[src/sv/assert_macros.svh]
// assertion macros included by the rtl file float32_add_sub_mul_unit
`ifndef ASSERT_MACROS_SVH
`define ASSERT_MACROS_SVH
// property holds each cycle out of reset
`define ASSERT_ALWAYS(label, prop, msg) \
  label: assert property (@(posedge clk) disable iff (!rst_n) (prop)) else $error(msg);
// antecedent implies consequent in the next cycle
`define ASSERT_NEXT(label, ante, cons, msg) \
  label: assert property (@(posedge clk) disable iff (!rst_n) (ante) |=> (cons)) else $error(msg);
`endif

[src/sv/f32u_pkg.sv]
// ----------------------------------------------------------------------------
// f32u_pkg
// shared types and constants of the float32 add/sub/mul unit
// ----------------------------------------------------------------------------
package f32u_pkg;
  localparam logic [1:0] OP_ADD = 2'd0;
  localparam logic [1:0] OP_SUB = 2'd1;
  localparam logic [1:0] OP_MUL = 2'd2;
  localparam int EXP_BIAS = 127;

  typedef struct packed {
    logic [31:0] bits;
    logic        flag;
  } res_t;

  // pack sign, signed exponent and mantissa with clamping
  function automatic res_t pack_result(logic sign, logic signed [10:0] e, logic [22:0] f);
    res_t r;
    if (e > 11'sd255) begin
      r.bits = {sign, 8'hff, f};
      r.flag = 1'b1;
    end else if (e < 11'sd0) begin
      r.bits = {sign, 31'd0};
      r.flag = 1'b1;
    end else begin
      r.bits = {sign, e[7:0], f};
      r.flag = 1'b0;
    end
    return r;
  endfunction
endpackage

[src/sv/float32_add_sub_mul_unit.sv]
// ----------------------------------------------------------------------------
// float32_add_sub_mul_unit
// single-precision add, subtract and multiply, truncating, no specials
// ----------------------------------------------------------------------------
// One transaction per cycle while the skid stage is empty: an input register, one
// pass of adder or multiplier logic, and an output register with a skid stage.
// An accepted transaction moves from the input register through the logic into
// the output register, which drives out_tvalid; output stalls are absorbed by
// the skid stage, and in_tready drops only while it is full. The 24x24 multiply
// sets the critical path.
module float32_add_sub_mul_unit (
  input  logic        clk,
  input  logic        rst_n,
  input  logic        in_tvalid,
  output logic        in_tready,
  input  logic [71:0] in_tdata,   // opcode[1:0], a_bits[33:2], b_bits[65:34], zero pad
  output logic        out_tvalid,
  input  logic        out_tready,
  output logic [39:0] out_tdata   // result_bits[31:0], range_flag[32], zero pad
);
  `include "assert_macros.svh"

  logic        s1_v_r;
  logic [1:0]  op_r;
  logic [31:0] a_r, b_r;
  logic        ov_r, sk_v_r;
  f32u_pkg::res_t o_r, sk_r, add_res, mul_res, res;
  logic        adv;

  f32u_add u_add (.a(a_r), .b(op_r == f32u_pkg::OP_SUB ? {~b_r[31], b_r[30:0]} : b_r),
                  .res(add_res));
  f32u_mul u_mul (.a(a_r), .b(b_r), .res(mul_res));

  assign res = op_r[1] ? mul_res : add_res;
  assign in_tready = !sk_v_r;
  assign adv = !sk_v_r;

  always_ff @(posedge clk) begin
    if (!rst_n) begin
      s1_v_r <= 1'b0;
      ov_r <= 1'b0;
      sk_v_r <= 1'b0;
    end else begin
      if (adv) begin
        s1_v_r <= in_tvalid;
        op_r <= in_tdata[1:0];
        a_r <= in_tdata[33:2];
        b_r <= in_tdata[65:34];
      end
      if (ov_r && !out_tready) begin
        if (adv && s1_v_r) begin
          sk_v_r <= 1'b1;
          sk_r <= res;
        end
      end else begin
        if (sk_v_r) begin
          o_r <= sk_r;
          ov_r <= 1'b1;
          sk_v_r <= 1'b0;
        end else begin
          o_r <= res;
          ov_r <= s1_v_r;
        end
      end
    end
  end

  assign out_tvalid = ov_r;
  assign out_tdata = {7'd0, o_r.flag, o_r.bits};

  `ASSERT_ALWAYS(a_skid_full, !sk_v_r || ov_r, "skid holds data with empty output")
  `ASSERT_NEXT(a_skid_drain, sk_v_r && out_tready, ov_r && !sk_v_r, "skid did not drain")
  `ASSERT_NEXT(a_stall_hold, ov_r && !out_tready, ov_r, "output dropped while stalled")
endmodule

[src/sv/f32u_add.sv]
// ----------------------------------------------------------------------------
// f32u_add
// truncating single-precision adder, combinational
// ----------------------------------------------------------------------------
module f32u_add (
  input  logic [31:0]     a,
  input  logic [31:0]     b,
  output f32u_pkg::res_t  res
);
  logic               sa, sb, swap;
  logic [7:0]         ea, eb, d;
  logic [23:0]        fa, fb, big, sml;
  logic [24:0]        sum;
  logic [23:0]        diff, norm;
  logic [4:0]         lz;
  logic signed [10:0] e;
  logic               sign;

  always_comb begin
    sa = a[31];
    sb = b[31];
    ea = a[30:23];
    eb = b[30:23];
    fa = {1'b1, a[22:0]};
    fb = {1'b1, b[22:0]};
    swap = (eb > ea) || ((eb == ea) && (sa != sb) && (fb > fa));
    big = swap ? fb : fa;
    d = swap ? (eb - ea) : (ea - eb);
    sml = (d >= 8'd25) ? 24'd0 : ((swap ? fa : fb) >> d[4:0]);
    e = {3'b000, (swap ? eb : ea)};
    sign = swap ? sb : sa;
    sum = {1'b0, big} + {1'b0, sml};
    diff = big - sml;
    lz = 5'd0;
    for (int i = 23; i >= 0; i--) begin
      if (diff[i] && lz == 5'd0 && (diff >> (i + 1)) == 24'd0) lz = 5'(23 - i);
    end
    norm = diff << lz;
    if (a[30:0] == 31'd0 && b[30:0] == 31'd0) begin
      res.bits = a;
      res.flag = 1'b0;
    end else if (sa == sb) begin
      if (sum[24]) res = f32u_pkg::pack_result(sign, e + 11'sd1, sum[23:1]);
      else         res = f32u_pkg::pack_result(sign, e, sum[22:0]);
    end else if (diff == 24'd0) begin
      res.bits = 32'd0;
      res.flag = 1'b0;
    end else begin
      res = f32u_pkg::pack_result(sign, e - 11'(lz), norm[22:0]);
    end
  end
endmodule

[src/sv/f32u_mul.sv]
// ----------------------------------------------------------------------------
// f32u_mul
// truncating single-precision multiplier, combinational
// ----------------------------------------------------------------------------
module f32u_mul (
  input  logic [31:0]     a,
  input  logic [31:0]     b,
  output f32u_pkg::res_t  res
);
  logic [47:0]        prod;
  logic signed [10:0] e;
  logic               sign;

  always_comb begin
    sign = a[31] ^ b[31];
    prod = {1'b1, a[22:0]} * {1'b1, b[22:0]};
    e = 11'(a[30:23]) + 11'(b[30:23]) - 11'(f32u_pkg::EXP_BIAS);
    if (prod[47]) res = f32u_pkg::pack_result(sign, e + 11'sd1, prod[46:24]);
    else          res = f32u_pkg::pack_result(sign, e, prod[45:23]);
  end
endmodule

[config.mk]
export PLATFORM = sky130hd
export DESIGN_NAME = float32_add_sub_mul_unit
export DESIGN_NICKNAME = d
export VERILOG_FILES = /design/src/sv/f32u_pkg.sv /design/src/sv/float32_add_sub_mul_unit.sv /design/src/sv/f32u_add.sv /design/src/sv/f32u_mul.sv
export VERILOG_INCLUDE_DIRS = /design/src /design/src/sv
export SDC_FILE = /design/constraint.sdc
export NUM_CORES = 2
export LEC_CHECK = 0
export BUFFER_PORTS_ARGS = -buffer_cell sky130_fd_sc_hd__buf_2
export CAP_MARGIN = 40
export CORE_AREA = 2 2 331 333
export DETAILED_ROUTE_END_ITERATION = 12
export DIE_AREA = 0 0 333 335
export PLACE_DENSITY = 0.42
export SLEW_MARGIN = 20
export SYNTH_ARGS = -nofsm -noshare
export SYNTH_HDL_FRONTEND = slang
export SYNTH_HIERARCHICAL = 1
export SYNTH_SLANG_ARGS = --single-unit
[constraint.sdc]
create_clock -name clk -period 15.1 [get_ports clk]
set_input_delay 0.755 -clock clk [delete_from_list [all_inputs] [get_ports clk]]
set_output_delay 0.755 -clock clk [all_outputs]
set_load 0.02 [all_outputs]
==> flow_summary.json <==
{
  "status": "completed",
  "yosysTopAreaCell": "fa_1",
  "startpoint": "a_r[23]$_DFFE_PP_",
  "clock_path_buffers": 2,
  "crit_top_cell": "a21oi_1",
  "cts_sinks": 135,
  "avgSynthCellArea_um2": 8.83,
  "via_count": 26400,
  "clock_skew_ns": 0.0210,
  "die_y_um": 335,
  "fillCellCount": 11600,
  "gp_congestion": 0.872,
  "syn-instance-count": 3774,
  "h-tree-depth": 4,
  "num-nets-final": 4631,
  "ys_dominant_reg_cell": "edfxtp_1",
  "vias_per_cell": 5.06,
  "synth_top_family_by_area": "adder cells",
  "core_um2": 108000,
  "clockRootBuffer": "clkbuf_16",
  "cts_hold_buf": 0,
  "endpoint_kind": "flop",
  "whs_ns": 0.441,
  "final-seq-area_um2": 4020,
  "dieArea_um2": 112000,
  "yosys-top-cells-area": "fa_1 (29%), edfxtp_1 (12%), ha_1 (10%)",
  "path_class": "reg2reg",
  "hp-class": "in2reg",
  "clk_pin_slew_worst_paths_ns": 0.08,
  "yosysWarningCount": 6,
  "cts_tree": "done",
  "grt_pass1_vias": 27700,
  "final_hold_viol_count": 0,
  "timing.setup.tns_ns": 0,
  "max_freq_mhz": 82.2,
  "hp-start": "in_tdata[58]",
  "wl_per_cell_um": 22.3,
  "async_flop_share_pct": 0,
  "drcViolationCount": 0,
  "clkLatencyLatePin_ns": 0.48,
  "yosysMostFrequentCell": "inv_1",
  "io_pins": 118,
  "cts_setup_buffers": 0,
  "setup_viol": 0,
  "synth_top_area_share_pct": 29.3,
  "rows": 121,
  "die_x_um": 333,
  "holdPathStages": 1,
  "rr_worst_depth": 40,
  "synth-edff-count": 132,
  "worst_slew_pin_slew_ns": 0.875,
  "syn-cell-area_um2": 33300,
  "rsz0062_at_grt": "no",
  "synthXorXnorAreaFrac_pct": 2.44,
  "cts_resized": 0,
  "yosys.area_share.adder_pct": 39.7,
  "synth_simple_gate_area_share_pct": 16.6,
  "drt-pass1-iter-count": 5,
  "ys_ff_latch": 135,
  "reg2reg_to": "out_tdata[16]$_DFFE_PP_",
  "min_period_over_period_pct": 80.6,
  "critical_path.max_stage_delay_ns": 0.80,
  "hold_path_end": "b_r[24]$_DFFE_PP_",
  "worstReg2RegStart": "a_r[23]$_DFFE_PP_",
  "multi_input_area_um2": 25800,
  "required_ns": 15.34,
  "synth-compound-area-share_pct": 11.2,
  "path_max_fanout": 56,
  "period_needed_ns": 12.16,
  "slew_violations": 0,
  "antenna_found_initial": 5,
  "dp_hpwl_um": 87000,
  "drive_gt1_share_pct": 9.84,
  "grt_use_total_pct": 21.2,
  "worst_slew_margin_rel_pct": 41.6,
  "grt_pass1_wl_um": 178000,
  "synth_cell_types": 107,
  "routed_wl_um": 116000,
  "dr.first_iter.drc_count": 1668,
  "drt.antenna.violating_nets": 0,
  "grt_overflow": 0,
  "area_delta_synth_final_pct": 8.08,
  "ys_seq_area_share_pct": 12.1,
  "grt_max_degree": 57,
  "reg2reg_setup_slack_ns": 2.94,
  "muxShareOfSynthArea_pct": 7.42,
  "critPathSlowestCell": "and3_1",
  "critical_path_arrival_ns": 12.40,
  "maxCapViolCount": 0,
  "startpoint_type": "flop",
  "start_util_pct": 30.8,
  "cts_made_buffers": 17,
  "io_buffers": 104,
  "synthTopCellsByCount": "inv_1 (696), fa_1 (487), nand2_1 (416)"
}
-- area by class of cell --
class | count | area share (%)
diodes | 2 | 0.0139
clock buffers | 17 | 1.18
clock inverters | 15 | 0.566
inverters | 700 | 7.30
multi-input cells | 2753 | 71.7
flip-flops and latches | 135 | 11.2
well taps | 1414 | 4.91
repair buffers | 182 | 3.13
-- registers in the layout, indices dropped and copies added (netlist names) --
signal      flops
sk_v_r          1
b_r            32
sk_r           33
op_r            2
a_r            32
out_tdata      33
s1_v_r          1
out_tvalid      1
-- cells in the final DEF (no fill, tap or decap), drive strengths merged, types with 33 or more instances in the layout --
cell type and count:
nor2 183, o21ai 99, nand2 417, a21o 41, nor3 40, edfxtp 132
fa 487, nand3 43, mux2 108, a21oi 167, and2 253, buf 182
a211oi 34, xnor2 62, nand4 33, mux2i 100, inv 707, ha 279
-- routing by layer --
| layer | wire length, um | global-route usage, % | share of wire (%) |
|---|---|---|---|
| met4 | 2330 | 4.79 | 2.0 |
| met1 | 54100 | 29.2 | 47 |
| met5 | 0 | 0 | 0 |
| met3 | 4880 | 2.63 | 4.2 |
| met2 | 54900 | 35.4 | 47 |
-- worst max path at each step --
stage,to,slack (ns),cells after the start
CTS,out_tdata[9]$_DFFE_PP_,2.94,40
detailed placement,out_tdata[9]$_DFFE_PP_,3.00,40
floorplan,out_tdata[16]$_DFFE_PP_,5.48,47
global placement,out_tdata[12]$_DFFE_PP_,2.88,38
finish,out_tdata[16]$_DFFE_PP_,2.94,40
global route,out_tdata[11]$_DFFE_PP_,1.96,40
-- kinds of logic (layout without fill, tap and decap cells) --
family / Yosys count / after routing
AOI/OAI and AO/OA: 562 / 562
xor gates and xnor gates: 91 / 91
adders and majority gates: 766 / 766
buffers and inverters: 892 / 914
DFF: 135 / 135
muxes: 209 / 209
other: 1 / 9
and+or+nand+nor: 1118 / 1118
-- critical path, delay by kind of cell (launching register included) --
| kind | cells | cell delay [ns] |
|---|---|---|
| compound gates | 14 | 4.07 |
| simple gates | 14 | 3.16 |
| fa+ha+maj | 3 | 1.46 |
| buf+inv | 3 | 1.24 |
| mux | 5 | 1.10 |
| flops | 1 | 0.51 |
| xor+xnor | 1 | 0.32 |
-- stage by stage --
stage,std cells,worst slack [ns],cell area [um2],utilization (%)
after floorplan,3780,5.48,33300,-
after global placement,5175,2.88,35300,32.6
after detailed placement,5180,3.00,35300,32.7
after CTS,5212,2.94,36000,33.3
after global routing,5216,1.96,36000,33.3
final,5218,2.94,36000,33.3
Power is not shown: default switching activity piles up to over one toggle a cycle in this logic, so the estimate is an artifact.
